File: src/hdl/rsos_pkg.sv
// ----------------------------------------------------------------------------
// rsos_pkg
// Shared widths, constants and record codes for the range sweep object
// segmenter and its serial divider.
// ----------------------------------------------------------------------------
package rsos_pkg;

   // field widths
   localparam int SAMPLE_W = 16;
   localparam int ANGLE_W  = 8;
   localparam int SUM_W    = 24;
   localparam int NUM_W    = 7;
   localparam int AVG_W    = 16;
   localparam int WIDTH_W  = 18;

   // sweep length in samples, 2 to 256
   localparam int SWEEP_SAMPLES = 181;
   localparam logic [ANGLE_W:0] SWEEP_LIMIT = (ANGLE_W + 1)'(SWEEP_SAMPLES);

   // pi/180 as an unsigned q24 fraction, rounded half up
   localparam int DEG_RAD_W = 19;
   localparam logic [DEG_RAD_W-1:0] DEG_TO_RAD_Q24 = DEG_RAD_W'(292818);
   localparam int FRAC_BITS = 24;

   // avg * span, then scaled by the q24 constant
   localparam int SPAN_PROD_W  = AVG_W + ANGLE_W;
   localparam int SCALE_PROD_W = SPAN_PROD_W + DEG_RAD_W;
   localparam logic [SCALE_PROD_W:0] ROUND_HALF = (SCALE_PROD_W + 1)'(1) << (FRAC_BITS - 1);
   localparam int ROUNDED_W = SCALE_PROD_W + 1 - FRAC_BITS;

   // saturation limits
   localparam logic [SUM_W-1:0]   SUM_MAX   = {SUM_W{1'b1}};
   localparam logic [AVG_W-1:0]   AVG_MAX   = {AVG_W{1'b1}};
   localparam logic [WIDTH_W-1:0] WIDTH_MAX = {WIDTH_W{1'b1}};
   localparam logic [NUM_W-1:0]   COUNT_MAX = {NUM_W{1'b1}};

   // register reset value
   localparam logic [SAMPLE_W-1:0] THRESH_RESET = SAMPLE_W'(720);

   // serial divider: one quotient bit per cycle over the sum
   localparam int DIV_STEPS = SUM_W;
   localparam int DIV_CNT_W = $clog2(DIV_STEPS);

   // record kinds on the result channel
   localparam logic KIND_OBJECT  = 1'b0;
   localparam logic KIND_SUMMARY = 1'b1;

   // stream and register port widths
   localparam int REQ_DATA_W = SAMPLE_W + ANGLE_W;
   localparam int RSP_BITS_W = NUM_W + 3 * ANGLE_W + AVG_W + WIDTH_W + 2 * NUM_W;
   localparam int RSP_DATA_W = ((RSP_BITS_W + 7) / 8) * 8;
   localparam int CSR_ADDR_W = 3;
   localparam int CSR_DATA_W = 32;

   // register index of the threshold
   localparam logic REG_NEAR_THRESHOLD = 1'b0;

endpackage

File: src/hdl/rsos_div.sv
// ----------------------------------------------------------------------------
// rsos_div
// Restoring divider: distance sum by run span, one quotient bit per cycle.
// ----------------------------------------------------------------------------
module rsos_div (
   input  logic                             clock,
   input  logic                             reset,
   input  logic                             start,
   input  logic [rsos_pkg::SUM_W-1:0]       dividend,
   input  logic [rsos_pkg::ANGLE_W-1:0]     divisor,
   output logic                             done,
   output logic [rsos_pkg::SUM_W-1:0]       quotient
);

   logic                              busy_ff, busy_in;
   logic                              done_ff, done_in;
   logic [rsos_pkg::DIV_CNT_W-1:0]    cnt_ff, cnt_in;
   logic [rsos_pkg::SUM_W-1:0]        quo_ff, quo_in;
   logic [rsos_pkg::ANGLE_W-1:0]      rem_ff, rem_in;
   logic [rsos_pkg::ANGLE_W-1:0]      dvs_ff, dvs_in;
   logic [rsos_pkg::ANGLE_W:0]        trial;
   logic [rsos_pkg::ANGLE_W:0]        diff;
   logic                              fits;

   // one restoring step: shift in the next dividend bit, subtract if it fits
   always_comb begin
      trial = {rem_ff, quo_ff[rsos_pkg::SUM_W-1]};
      diff  = trial - {1'b0, dvs_ff};
      fits  = (trial >= {1'b0, dvs_ff});
   end

   // sequencing of the steps
   always_comb begin
      busy_in = busy_ff;
      done_in = 1'b0;
      cnt_in  = cnt_ff;
      quo_in  = quo_ff;
      rem_in  = rem_ff;
      dvs_in  = dvs_ff;
      if (start) begin
         busy_in = 1'b1;
         cnt_in  = '0;
         quo_in  = dividend;
         rem_in  = '0;
         dvs_in  = divisor;
      end else if (busy_ff) begin
         quo_in = {quo_ff[rsos_pkg::SUM_W-2:0], fits};
         rem_in = fits ? diff[rsos_pkg::ANGLE_W-1:0] : trial[rsos_pkg::ANGLE_W-1:0];
         cnt_in = cnt_ff + 1'b1;
         if (cnt_ff == rsos_pkg::DIV_CNT_W'(rsos_pkg::DIV_STEPS - 1)) begin
            busy_in = 1'b0;
            done_in = 1'b1;
         end
      end
   end

   // control state
   always_ff @(posedge clock) begin
      if (reset) begin
         busy_ff <= 1'b0;
         done_ff <= 1'b0;
         cnt_ff  <= '0;
      end else begin
         busy_ff <= busy_in;
         done_ff <= done_in;
         cnt_ff  <= cnt_in;
      end
   end

   // datapath
   always_ff @(posedge clock) begin
      quo_ff <= quo_in;
      rem_ff <= rem_in;
      dvs_ff <= dvs_in;
   end

   assign done     = done_ff;
   assign quotient = quo_ff;

endmodule

File: src/hdl/range_sweep_object_segmenter_unit.sv
// ----------------------------------------------------------------------------
// range_sweep_object_segmenter_unit
// Splits a range sweep into runs of near samples and reports each closed run
// with its angles, average distance and linear width, plus a sweep summary.
// ----------------------------------------------------------------------------
//
// channel  direction  signals                      transaction
// req      in         req_tvalid/tready/tdata/tlast one range sample
// rsp      out        rsp_tvalid/tready/tdata/tuser/tlast  object record or summary
// csr      in/out     csr_psel/penable/pwrite/...  near_threshold write or read
//
// a sample that closes a run is accepted, passes the serial divider (24
// quotient bits, one per cycle, then its done flag), then multiply, scale
// and round, and then loads the result register; a closing sample that
// also ends the sweep then loads the summary as well.
// other samples finish once accepted, or load the summary if they end the sweep.
// req_tready is low while a sample is at work; a held result stalls the
// sequencer only when the next result must be loaded.
// reset is synchronous: threshold returns to 720 and the sweep state clears.
//
module range_sweep_object_segmenter_unit (
   input  logic                                clock,
   input  logic                                reset,
   // [15:0] sample_distance, [23:16] sweep_angle
   input  logic                                req_tvalid,
   output logic                                req_tready,
   input  logic [rsos_pkg::REQ_DATA_W-1:0]     req_tdata,
   input  logic                                req_tlast,
   // [6:0] object_number, [14:7] start_angle, [22:15] end_angle,
   // [30:23] center_angle, [46:31] average_distance, [64:47] linear_width,
   // [71:65] objects_found, [78:72] narrowest_number, [79] zero
   output logic                                rsp_tvalid,
   input  logic                                rsp_tready,
   output logic [rsos_pkg::RSP_DATA_W-1:0]     rsp_tdata,
   // [0] record_kind
   output logic                                rsp_tuser,
   output logic                                rsp_tlast,
   input  logic                                csr_psel,
   input  logic                                csr_penable,
   input  logic                                csr_pwrite,
   input  logic [rsos_pkg::CSR_ADDR_W-1:0]     csr_paddr,
   input  logic [rsos_pkg::CSR_DATA_W-1:0]     csr_pwdata,
   output logic [rsos_pkg::CSR_DATA_W-1:0]     csr_prdata,
   output logic                                csr_pready
);

   // sequencer states
   localparam logic [2:0] S_IDLE  = 3'd0;
   localparam logic [2:0] S_DIV   = 3'd1;
   localparam logic [2:0] S_MUL   = 3'd2;
   localparam logic [2:0] S_SCALE = 3'd3;
   localparam logic [2:0] S_ROUND = 3'd4;
   localparam logic [2:0] S_OBJ   = 3'd5;
   localparam logic [2:0] S_SUM   = 3'd6;

   localparam int A_W = rsos_pkg::ANGLE_W;
   localparam int N_W = rsos_pkg::NUM_W;

   logic [2:0]                         state_ff, state_in;
   logic [rsos_pkg::SAMPLE_W-1:0]      thresh_ff, thresh_in;

   // sweep state
   logic                               in_object_ff, in_object_in;
   logic [A_W-1:0]                     run_start_ff, run_start_in;
   logic [rsos_pkg::SUM_W-1:0]         dist_sum_ff, dist_sum_in;
   logic [N_W-1:0]                     obj_total_ff, obj_total_in;
   logic [rsos_pkg::WIDTH_W-1:0]       narrow_w_ff, narrow_w_in;
   logic [N_W-1:0]                     narrow_id_ff, narrow_id_in;

   // per object work registers
   logic                               last_pend_ff, last_pend_in;
   logic [A_W-1:0]                     obj_start_ff, obj_start_in;
   logic [A_W-1:0]                     obj_end_ff, obj_end_in;
   logic [A_W-1:0]                     span_ff, span_in;
   logic [N_W-1:0]                     obj_num_ff, obj_num_in;
   logic [rsos_pkg::AVG_W-1:0]         avg_ff, avg_in;
   logic [rsos_pkg::SPAN_PROD_W-1:0]   prod1_ff, prod1_in;
   logic [rsos_pkg::SCALE_PROD_W-1:0]  prod2_ff, prod2_in;
   logic [rsos_pkg::WIDTH_W-1:0]       width_ff, width_in;

   // result register
   logic                               rsp_valid_ff, rsp_valid_in;
   logic [rsos_pkg::RSP_DATA_W-1:0]    rsp_data_ff, rsp_data_in;
   logic                               rsp_kind_ff, rsp_kind_in;
   logic                               rsp_last_ff, rsp_last_in;

   // sample fields and decode
   logic [rsos_pkg::SAMPLE_W-1:0]      sample_dist;
   logic [A_W-1:0]                     angle;
   logic                               accept;
   logic                               clear;
   logic                               in_obj_c;
   logic [A_W-1:0]                     start_c;
   logic [rsos_pkg::SUM_W-1:0]         sum_c;
   logic [N_W-1:0]                     total_c;
   logic                               in_range;
   logic                               is_near;
   logic                               closing;
   logic [rsos_pkg::SUM_W:0]           sum_add;
   logic [rsos_pkg::SUM_W-1:0]         sum_base;
   logic [N_W-1:0]                     num_c;
   logic [A_W:0]                       center_sum;
   logic [rsos_pkg::SCALE_PROD_W:0]    rounded_sum;
   logic [rsos_pkg::ROUNDED_W-1:0]     rounded;
   logic                               slot_free;
   logic                               csr_write;
   logic                               div_done;
   logic [rsos_pkg::SUM_W-1:0]         div_quo;

   assign sample_dist = req_tdata[rsos_pkg::SAMPLE_W-1:0];
   assign angle       = req_tdata[rsos_pkg::REQ_DATA_W-1:rsos_pkg::SAMPLE_W];
   assign accept      = req_tvalid && req_tready;

   assign req_tready = (state_ff == S_IDLE);
   assign slot_free  = !rsp_valid_ff || rsp_tready;

   // register port
   assign csr_pready = 1'b1;
   assign csr_write  = csr_psel && csr_penable && csr_pwrite;
   always_comb begin
      thresh_in = thresh_ff;
      if (csr_write && (csr_paddr[2] == rsos_pkg::REG_NEAR_THRESHOLD))
         thresh_in = csr_pwdata[rsos_pkg::SAMPLE_W-1:0];
      csr_prdata = '0;
      if (csr_paddr[2] == rsos_pkg::REG_NEAR_THRESHOLD)
         csr_prdata = rsos_pkg::CSR_DATA_W'(thresh_ff);
   end

   // sweep state as seen after an angle-zero clear
   always_comb begin
      clear    = (angle == '0);
      in_obj_c = clear ? 1'b0 : in_object_ff;
      start_c  = clear ? '0 : run_start_ff;
      sum_c    = clear ? '0 : dist_sum_ff;
      total_c  = clear ? '0 : obj_total_ff;
      in_range = ({1'b0, angle} < rsos_pkg::SWEEP_LIMIT);
      is_near  = (sample_dist < thresh_ff);
      closing  = in_range && !is_near && in_obj_c && (angle > start_c);
      sum_base = in_obj_c ? sum_c : '0;
      sum_add  = {1'b0, sum_base} + (rsos_pkg::SUM_W + 1)'(sample_dist);
      num_c    = (total_c == rsos_pkg::COUNT_MAX) ? rsos_pkg::COUNT_MAX : total_c + 1'b1;
   end

   rsos_div u_div (
      .clock    (clock),
      .reset    (reset),
      .start    (accept && closing),
      .dividend (sum_c),
      .divisor  (angle - start_c),
      .done     (div_done),
      .quotient (div_quo)
   );

   // width rounding: (prod + half) >> 24, then saturate
   always_comb begin
      rounded_sum = {1'b0, prod2_ff} + rsos_pkg::ROUND_HALF;
      rounded     = rounded_sum[rsos_pkg::SCALE_PROD_W:rsos_pkg::FRAC_BITS];
      center_sum  = {1'b0, obj_start_ff} + {1'b0, obj_end_ff};
   end

   // sequencer and next-state logic
   always_comb begin
      state_in     = state_ff;
      in_object_in = in_object_ff;
      run_start_in = run_start_ff;
      dist_sum_in  = dist_sum_ff;
      obj_total_in = obj_total_ff;
      narrow_w_in  = narrow_w_ff;
      narrow_id_in = narrow_id_ff;
      last_pend_in = last_pend_ff;
      obj_start_in = obj_start_ff;
      obj_end_in   = obj_end_ff;
      span_in      = span_ff;
      obj_num_in   = obj_num_ff;
      avg_in       = avg_ff;
      prod1_in     = prod1_ff;
      prod2_in     = prod2_ff;
      width_in     = width_ff;
      rsp_valid_in = rsp_valid_ff && !rsp_tready;
      rsp_data_in  = rsp_data_ff;
      rsp_kind_in  = rsp_kind_ff;
      rsp_last_in  = rsp_last_ff;

      case (state_ff)
         S_IDLE: begin
            if (accept) begin
               in_object_in = in_obj_c;
               run_start_in = start_c;
               dist_sum_in  = sum_c;
               obj_total_in = total_c;
               if (clear) begin
                  narrow_w_in  = rsos_pkg::WIDTH_MAX;
                  narrow_id_in = '0;
               end
               if (in_range && is_near) begin
                  in_object_in = 1'b1;
                  if (!in_obj_c)
                     run_start_in = angle;
                  dist_sum_in = sum_add[rsos_pkg::SUM_W] ? rsos_pkg::SUM_MAX
                                : sum_add[rsos_pkg::SUM_W-1:0];
               end else if (in_range && in_obj_c) begin
                  dist_sum_in = '0;
                  if (closing)
                     in_object_in = 1'b0;
               end
               // an open run is dropped at sweep end
               if (req_tlast) begin
                  in_object_in = 1'b0;
                  dist_sum_in  = '0;
               end
               last_pend_in = req_tlast;
               obj_start_in = start_c;
               obj_end_in   = angle;
               span_in      = angle - start_c;
               obj_num_in   = num_c;
               if (closing) begin
                  obj_total_in = num_c;
                  state_in     = S_DIV;
               end else if (req_tlast) begin
                  state_in = S_SUM;
               end
            end
         end
         S_DIV: begin
            if (div_done) begin
               avg_in   = (div_quo[rsos_pkg::SUM_W-1:rsos_pkg::AVG_W] != '0)
                          ? rsos_pkg::AVG_MAX : div_quo[rsos_pkg::AVG_W-1:0];
               state_in = S_MUL;
            end
         end
         S_MUL: begin
            prod1_in = {{A_W{1'b0}}, avg_ff} * {{rsos_pkg::AVG_W{1'b0}}, span_ff};
            state_in = S_SCALE;
         end
         S_SCALE: begin
            prod2_in = rsos_pkg::SCALE_PROD_W'(prod1_ff) *
                       rsos_pkg::SCALE_PROD_W'(rsos_pkg::DEG_TO_RAD_Q24);
            state_in = S_ROUND;
         end
         S_ROUND: begin
            width_in = (rounded[rsos_pkg::ROUNDED_W-1:rsos_pkg::WIDTH_W] != '0)
                       ? rsos_pkg::WIDTH_MAX : rounded[rsos_pkg::WIDTH_W-1:0];
            state_in = S_OBJ;
         end
         S_OBJ: begin
            if (slot_free) begin
               // first object seeds the search, later ones must be narrower
               if ((narrow_id_ff == '0) || (width_ff < narrow_w_ff)) begin
                  narrow_w_in  = width_ff;
                  narrow_id_in = obj_num_ff;
               end
               rsp_valid_in = 1'b1;
               rsp_kind_in  = rsos_pkg::KIND_OBJECT;
               rsp_last_in  = !last_pend_ff;
               rsp_data_in  = rsos_pkg::RSP_DATA_W'({
                                 {N_W{1'b0}}, {N_W{1'b0}}, width_ff, avg_ff,
                                 center_sum[A_W:1], obj_end_ff, obj_start_ff, obj_num_ff});
               state_in     = last_pend_ff ? S_SUM : S_IDLE;
            end
         end
         S_SUM: begin
            if (slot_free) begin
               rsp_valid_in = 1'b1;
               rsp_kind_in  = rsos_pkg::KIND_SUMMARY;
               rsp_last_in  = 1'b1;
               rsp_data_in  = rsos_pkg::RSP_DATA_W'({
                                 narrow_id_ff, obj_total_ff, {rsos_pkg::WIDTH_W{1'b0}},
                                 {rsos_pkg::AVG_W{1'b0}}, {(3 * A_W){1'b0}}, {N_W{1'b0}}});
               state_in     = S_IDLE;
            end
         end
         default: begin
            state_in = S_IDLE;
         end
      endcase
   end

   // control and sweep state
   always_ff @(posedge clock) begin
      if (reset) begin
         state_ff     <= S_IDLE;
         thresh_ff    <= rsos_pkg::THRESH_RESET;
         in_object_ff <= 1'b0;
         run_start_ff <= '0;
         dist_sum_ff  <= '0;
         obj_total_ff <= '0;
         narrow_w_ff  <= rsos_pkg::WIDTH_MAX;
         narrow_id_ff <= '0;
         last_pend_ff <= 1'b0;
         rsp_valid_ff <= 1'b0;
      end else begin
         state_ff     <= state_in;
         thresh_ff    <= thresh_in;
         in_object_ff <= in_object_in;
         run_start_ff <= run_start_in;
         dist_sum_ff  <= dist_sum_in;
         obj_total_ff <= obj_total_in;
         narrow_w_ff  <= narrow_w_in;
         narrow_id_ff <= narrow_id_in;
         last_pend_ff <= last_pend_in;
         rsp_valid_ff <= rsp_valid_in;
      end
   end

   // payload registers
   always_ff @(posedge clock) begin
      obj_start_ff <= obj_start_in;
      obj_end_ff   <= obj_end_in;
      span_ff      <= span_in;
      obj_num_ff   <= obj_num_in;
      avg_ff       <= avg_in;
      prod1_ff     <= prod1_in;
      prod2_ff     <= prod2_in;
      width_ff     <= width_in;
      rsp_data_ff  <= rsp_data_in;
      rsp_kind_ff  <= rsp_kind_in;
      rsp_last_ff  <= rsp_last_in;
   end

   assign rsp_tvalid = rsp_valid_ff;
   assign rsp_tdata  = rsp_data_ff;
   assign rsp_tuser  = rsp_kind_ff;
   assign rsp_tlast  = rsp_last_ff;

endmodule

File: config.mk
export PLATFORM = sky130hd
export DESIGN_NAME = range_sweep_object_segmenter_unit
export DESIGN_NICKNAME = d
export VERILOG_FILES = /design/src/hdl/rsos_pkg.sv /design/src/hdl/rsos_div.sv /design/src/hdl/range_sweep_object_segmenter_unit.sv
export SDC_FILE = /design/constraint.sdc
export NUM_CORES = 1
export LEC_CHECK = 0
export BUFFER_PORTS_ARGS = -buffer_cell sky130_fd_sc_hd__buf_2
export CAP_MARGIN = 20
export CORE_MARGIN = 10
export CORE_UTILIZATION = 57
export DETAILED_ROUTE_END_ITERATION = 8
export PLACE_DENSITY = 0.79
export SLEW_MARGIN = 10
export SYNTH_ARGS = -nofsm -noshare
export SYNTH_HDL_FRONTEND = slang
export SYNTH_SLANG_ARGS = --single-unit
export TNS_END_PERCENT = 20
File: constraint.sdc
create_clock -name clock -period 6.65 [get_ports clock]
set_clock_uncertainty 0.1 [all_clocks]
set_input_delay 1.33 -clock clock [delete_from_list [all_inputs] [get_ports clock]]
set_output_delay 1.33 -clock clock [all_outputs]
set_load 0.01 [all_outputs]
==> flow_metrics.tcl, run 1 <==
set metrics [dict create \
    ys_ff_latch 323 \
    fp.dieH_um 238 \
    startpoint_type "flip-flop" \
    io_pins 184 \
    cts_tree "built" \
    cts_sinks 323 \
    drtIter0Drc 1185 \
    wire_per_inst_um 17.5 \
    vias 18944 \
    tns_ns 0 \
    gp_congestion 0.904 \
    die_w_um 238 \
    syn_inst 2667 \
    dp_cells 3390 \
    critPathKind "flip-flop to flip-flop" \
    grt_pass1_vias 20403 \
    vias_per_cell 5.48 \
    worstPathRequired_ns 6.85 \
    final_cells 3458 \
    dr.pass1.iters 5 \
    r2r-end "prod2_ff[42]$_DFFE_PP_" \
    grt_max_degree 72 \
    maxSlewHeadroom_pct 37.0 \
    grt_first_pass_wirelength_um 100000 \
    hold_path_end "thresh_ff[10]$_SDFFE_PP0P_" \
    synth_warnings 0 \
    fmax_mhz 157 \
    tightestPinTransition_ns 0.945 \
    synth.distinct_cells 91 \
    syn-cell-area_um2 27200 \
    holdPathStages 2 \
    cts_root_buffer "clkbuf_16" \
    dpl.hpwl_um 47800 \
    maxCapViolations 0 \
    ant_nets 0 \
    design.core.area_um2 47400 \
    drive_gt1_share_pct 10.7 \
    synth_top_flop_cell "edfxtp_1" \
    critical_path.max_fanout 6 \
    clock_path_buffers 3 \
    outcome "completed" \
    slew_viol_final 0 \
    min_period_ns 6.36 \
    cts_buffers 36 \
    htree_levels 2 \
    cp_data_arrival_time_ns 6.56 \
    multi_input_area_um2 16300 \
    ys_seq_area_share_pct 31.9 \
    nets 3452 \
    avgSynthCellArea_um2 10.2 \
    rows 80 \
    antenna_found_initial 0 \
    finalHoldViolCount 0 \
    period_share_pct 95.7 \
    port_buffers 147 \
    synth-async-reset-ratio_pct 0 \
    post_cts_buffers 0 \
    clk-insertion-delay-late_ns 0.56 \
    overflow 0 \
    areaGrowthSynthToFinish_pct 9.54 \
    setup_viol 0 \
    track_usage_pct 21.6 \
    hold_class "flip-flop to flip-flop" \
    regToRegStartpoint "prod1_ff[20]$_DFFE_PP_" \
    rr_worst_depth 20 \
    drc_errors 0 \
    cp-end-kind "flip-flop" \
    seq_area_um2 8690 \
    fillCellCount 3828 \
    start_util_pct 57.4 \
    hold_start "thresh_ff[10]$_SDFFE_PP0P_" \
    rrSetupSlack_ns 0.29 \
    synth-edff-count 222 \
    drt-total-wl_um 60700 \
    rsz0062_at_grt "no" \
    clk_pin_slew_ns 0.06 \
    die-area_um2 56900 \
]
-- worst max path at each step --
stage                            from                endpoint  slack (ns)  depth (start not counted)
2_1_floorplan  prod1_ff[11]$_DFFE_PP_  prod2_ff[42]$_DFFE_PP_        0.50                         20
3_3_place_gp   prod1_ff[11]$_DFFE_PP_  prod2_ff[42]$_DFFE_PP_        0.37                         20
3_5_place_dp   prod1_ff[20]$_DFFE_PP_  prod2_ff[42]$_DFFE_PP_        0.26                         20
4_1_cts        prod1_ff[20]$_DFFE_PP_  prod2_ff[42]$_DFFE_PP_        0.25                         20
5_1_grt         prod1_ff[9]$_DFFE_PP_  prod2_ff[42]$_DFFE_PP_       0.008                         20
6_report       prod1_ff[20]$_DFFE_PP_  prod2_ff[42]$_DFFE_PP_        0.29                         20
-- sequential cells by signal (all words and copies together), names as in the netlist, 16 cells and up --
| signal | flops |
|---|---|
| u_div.quotient | 24 |
| rsp_tdata | 79 |
| avg_ff | 16 |
| thresh_ff | 16 |
| prod2_ff | 20 |
| prod1_ff | 24 |
| dist_sum_ff | 24 |
| width_ff | 18 |
| narrow_w_ff | 18 |
-- timing repair --
action / CTS / global route
hold buffers: 0 / 0
resized for setup: 0 / 1
setup endpoints to repair: 0 / 3
-- final cells by class --
class / count / share of cell area, %
Multi-Input combinational cell: 1765 / 54.6
Sequential cell: 323 / 29.1
Inverter: 502 / 6.33
Timing Repair Buffer: 186 / 3.45
Clock buffer: 52 / 3.36
Tap cell: 615 / 2.58
Clock inverter: 14 / 0.546
Antenna cell: 1 / 0.00840
-- cell usage after synthesis, types with 15 or more instances --
master	instances	share of area, %
or2_2	21	0.48
o21ai_0	60	1.1
and2_1	79	1.8
ha_1	296	14
a21oi_1	95	1.7
and3_1	27	0.62
o22a_1	18	0.58
nor3_1	31	0.57
xor2_1	34	1.1
a21o_1	44	1.2
nand3_1	48	0.88
nand4_1	15	0.34
nor2b_1	62	1.4
xnor2_1	46	1.5
dfxtp_1	101	7.4
clkbuf_1	53	0.73
edfxtp_1	222	24
inv_1	500	6.9
nor2_1	134	1.8
nand2_1	235	3.2
nand2b_1	18	0.41
fa_1	275	20
buf_4	19	0.52
-- cell families (layout without fill, tap and decap cells) --
group / Yosys count / count (layout) / share of synthesized area (%)
AND/OR/NAND/NOR: 710 / 710 / 12.8
buffers and inverters: 595 / 754 / 8.62
adder cells (fa/ha/maj): 571 / 571 / 33.8
AO/OA/AOI/OAI: 380 / 380 / 9.97
flip-flops: 323 / 323 / 31.9
XOR/XNOR: 80 / 80 / 2.57
multiplexers: 6 / 6 / 0.225
other: 2 / 19 / 0.0276
-- metrics by stage --
| stage | hold WS [ns] | utilization (%) | setup slack (ns) | cell area, um^2 |
|---|---|---|---|---|
| floorplan | 0.336 | - | 0.504 | 27300 |
| global placement | 0.343 | 60.4 | 0.367 | 28600 |
| detailed placement | 0.348 | 60.4 | 0.263 | 28600 |
| CTS | 0.357 | 62.8 | 0.250 | 29800 |
| global route | 0.388 | 62.8 | 0.00844 | 29800 |
| finish | 0.359 | 62.8 | 0.286 | 29800 |
-- layer usage --
layer,GRT usage [%],part of all wire (%),wire length (um),vias up
li1,-,-,-,9041
met1,25.4,40,24600,9283
met2,39.6,52,31600,486
met3,2.88,4.4,2640,134
met4,7.50,3.0,1820,0
met5,0,0,0,-
-- layout by cell type, fill, tap and decap left out, types with 21 or more instances in the layout --
cell and n:
a21o_1 44, a21oi_1 95, and2_1 79, and3_1 27
buf_2 147, buf_4 39, clkbuf_16 36, dfxtp_1 101
edfxtp_1 222, fa_1 275, ha_1 296, inv_1 500
nand2_1 235, nand3_1 48, nor2_1 132, nor2b_1 62
nor3_1 28, o21ai_0 59, or2_2 21, xnor2_1 46
xor2_1 34
-- critical path, cell delays in order, from the launching register on --
cell	delay (ns)
edfxtp_1	0.39
inv_1	0.18
fa_1	0.49
fa_1	0.52
inv_1	0.05
fa_1	0.52
fa_1	0.44
fa_1	0.55
inv_1	0.06
fa_1	0.53
inv_1	0.04
ha_1	0.33
a21o_1	0.18
a21o_1	0.22
a2111oi_4	0.37
nor4_1	0.15
a21oi_4	0.21
a311oi_2	0.14
or3_4	0.40
a21oi_2	0.15
xnor2_1	0.08
Power of run 1 is left out: the tool's default activity adds up to more than one toggle a clock period on the data nets, which glitch-free logic cannot reach.
==> run 2, diff against run 1 <==
CORE_MARGIN = 2   (was 10)
CTS_CLUSTER_SIZE = 14   (was default)
==> run 2 against run 1 <==
Critical path depth stayed put. Final cell count stayed put. Maximum frequency is 0.64% higher. Sequential share of layout area is 0.13 points lower. Critical endpoint unchanged. Highest routed layer unchanged. Setup slack better by 0.040 ns. Routed wire length is 4.1% lower. Flip-flop and latch count stayed put.
==> flow_metrics.tcl, run 2 (synthesis results as in run 1) <==
set metrics [dict create \
    cp-end-kind "flip-flop" \
    cts_root_buffer "clkbuf_16" \
    post_cts_buffers 0 \
    rows 80 \
    hold_class "flip-flop to flip-flop" \
    dpl.hpwl_um 45900 \
    maxCapViolations 0 \
    max_stage_delay_ns 0.56 \
    layout_common_cells "inv_1 (498), ha_1 (296), fa_1 (275), nand2_1 (235), edfxtp_1 (222)" \
    cp_slowest_cell "fa_1" \
    largest_register_ffs 79 \
    clk_pin_slew_ns 0.06 \
    wire_per_inst_um 16.8 \
    cts_tree "built" \
    path_common_cell "fa_1" \
    final_util_pct 63.1 \
    design_area_um2 29900 \
    die_w_um 222 \
    r2r-end "prod2_ff[42]$_DFFE_PP_" \
    design.core.area_um2 47400 \
    final_common_cell "inv_1" \
    startpoint_type "flip-flop" \
    final.setup.worst_slack_ns 0.327 \
    setup_viol 0 \
    crit_chain "inv_1 > fa_1 > fa_1 > fa_1 > fa_1 > inv_1 > fa_1 > inv_1 > fa_1 > inv_1 > ha_1 > a21oi_1 > a21oi_1 > a2111oi_4 > a21oi_2 > a21oi_4 > a311oi_2 > or3_4 > a21oi_2 > xnor2_1" \
    min_period_ns 6.32 \
    cp_num_cells 20 \
    port_buffers 147 \
    drive_gt1_share_pct 11.0 \
    critPathBufInv 4 \
    n_antenna_cell 0 \
    outcome "completed" \
    grt_max_degree 71 \
    placed_cell_area_um2 28700 \
    critPathKind "flip-flop to flip-flop" \
    die-area_um2 49500 \
    setup.worst_path.end "prod2_ff[42]$_DFFE_PP_" \
    cp_data_arrival_time_ns 6.53 \
    regToRegStartpoint "prod1_ff[5]$_DFFE_PP_" \
    io_pins 184 \
    tns_ns 0 \
    maxSlewHeadroom_pct 33.9 \
    vias 19060 \
    tightestPinTransition_ns 0.989 \
    period_share_pct 95.1 \
    cts_sinks 323 \
    grt_first_pass_wirelength_um 97400 \
    drc_errors 0 \
    rr_worst_depth 20 \
    drt-total-wl_um 58200 \
    critical_path.max_fanout 6 \
    slew_viol_final 0 \
    clk-insertion-delay-late_ns 0.56 \
    overflow 0 \
    cts_buffers 36 \
    htree_levels 2 \
    dr.pass1.iters 5 \
    gp_congestion 0.921 \
    rsz0062_at_grt "no" \
    start_util_pct 57.4 \
    fp.dieH_um 222 \
    nets 3453 \
    vias_per_cell 5.51 \
    clock_path_buffers 3 \
    areaGrowthSynthToFinish_pct 10.0 \
    track_usage_pct 24.2 \
    antenna_found_initial 1 \
    finalHoldViolCount 0 \
    fmax_mhz 158 \
    fillCellCount 3701 \
    ant_nets 0 \
    drtIter0Drc 1046 \
    setup.worst_path.start "prod1_ff[5]$_DFFE_PP_" \
    worstPathRequired_ns 6.85 \
    grt_pass1_vias 20413 \
    cp_top_family "adder cells" \
    post-place-ws_ns 0.276 \
    rrSetupSlack_ns 0.33 \
]
run 2: changes by cell type in the layout (fill, tap and decap cells not counted), sizes merged:
cell / previous run / this run
diode: 1 / 0
clkinv: 8 / 7
clkbuf: 52 / 50
bufinv: 2 / 5
buf: 186 / 187
run 2: area by class of cell:
cell class                 instances  area, um^2  share of cell area [%]
inverter                         502        1890                    6.30
sequential                       323        8690                    29.0
timing repair buffer             187        1040                    3.47
clock inverter                    16         254                   0.848
clock buffer                      50        1030                    3.46
multi-input combinational       1765       16300                    54.3
tap                              615         769                    2.57
run 2: per-stage QoR:
step | hold WS [ns] | cells
final | 0.357 | 3458
after global placement | 0.342 | 3391
after CTS | 0.357 | 3458
after detailed placement | 0.349 | 3392
after global routing | 0.381 | 3458
after floorplan | 0.336 | 2683
run 2: layer usage:
layer  global-route usage (%)  vias up  share of wire (%)
met2                     44.1      538                 51
met5                        0        -                  0
li1                         -     9047                  -
met4                     9.24        0                3.5
met1                     28.8     9330                 40
met3                     3.65      145                5.3
run 2: how the worst min path moves through the flow:
stage	cells after the start	slack, ns	from	end
final	2	0.36	thresh_ff[14]$_SDFFE_PP0P_	thresh_ff[14]$_SDFFE_PP0P_
after global routing	2	0.38	thresh_ff[5]$_SDFFE_PP0P_	thresh_ff[5]$_SDFFE_PP0P_
after CTS	2	0.36	thresh_ff[11]$_SDFFE_PP0P_	thresh_ff[11]$_SDFFE_PP0P_
after detailed placement	2	0.35	thresh_ff[11]$_SDFFE_PP0P_	thresh_ff[11]$_SDFFE_PP0P_
after global placement	2	0.34	thresh_ff[14]$_SDFFE_PP0P_	thresh_ff[14]$_SDFFE_PP0P_
after floorplan	2	0.34	thresh_ff[10]$_SDFFE_PP0P_	thresh_ff[10]$_SDFFE_PP0P_
run 2: repair_timing:
item,CTS,global route
hold buffers,0,0
endpoints found under the hold margin,0,0
resized for setup,0,3
setup endpoints to repair,0,2
run 2: worst reg2reg max path, cell delays in order (launching register included):
cell and delay, ns:
edfxtp_1 0.45, inv_1 0.17, fa_1 0.47, fa_1 0.50, fa_1 0.46, fa_1 0.56, inv_1 0.05, fa_1 0.49
inv_1 0.07, fa_1 0.53, inv_1 0.04, ha_1 0.32, a21oi_1 0.20, a21oi_1 0.16, a2111oi_4 0.32, a21oi_2 0.16
a21oi_4 0.26, a311oi_2 0.15, or3_4 0.40, a21oi_2 0.15, xnor2_1 0.07
Power of run 2 is left out for the same reason.
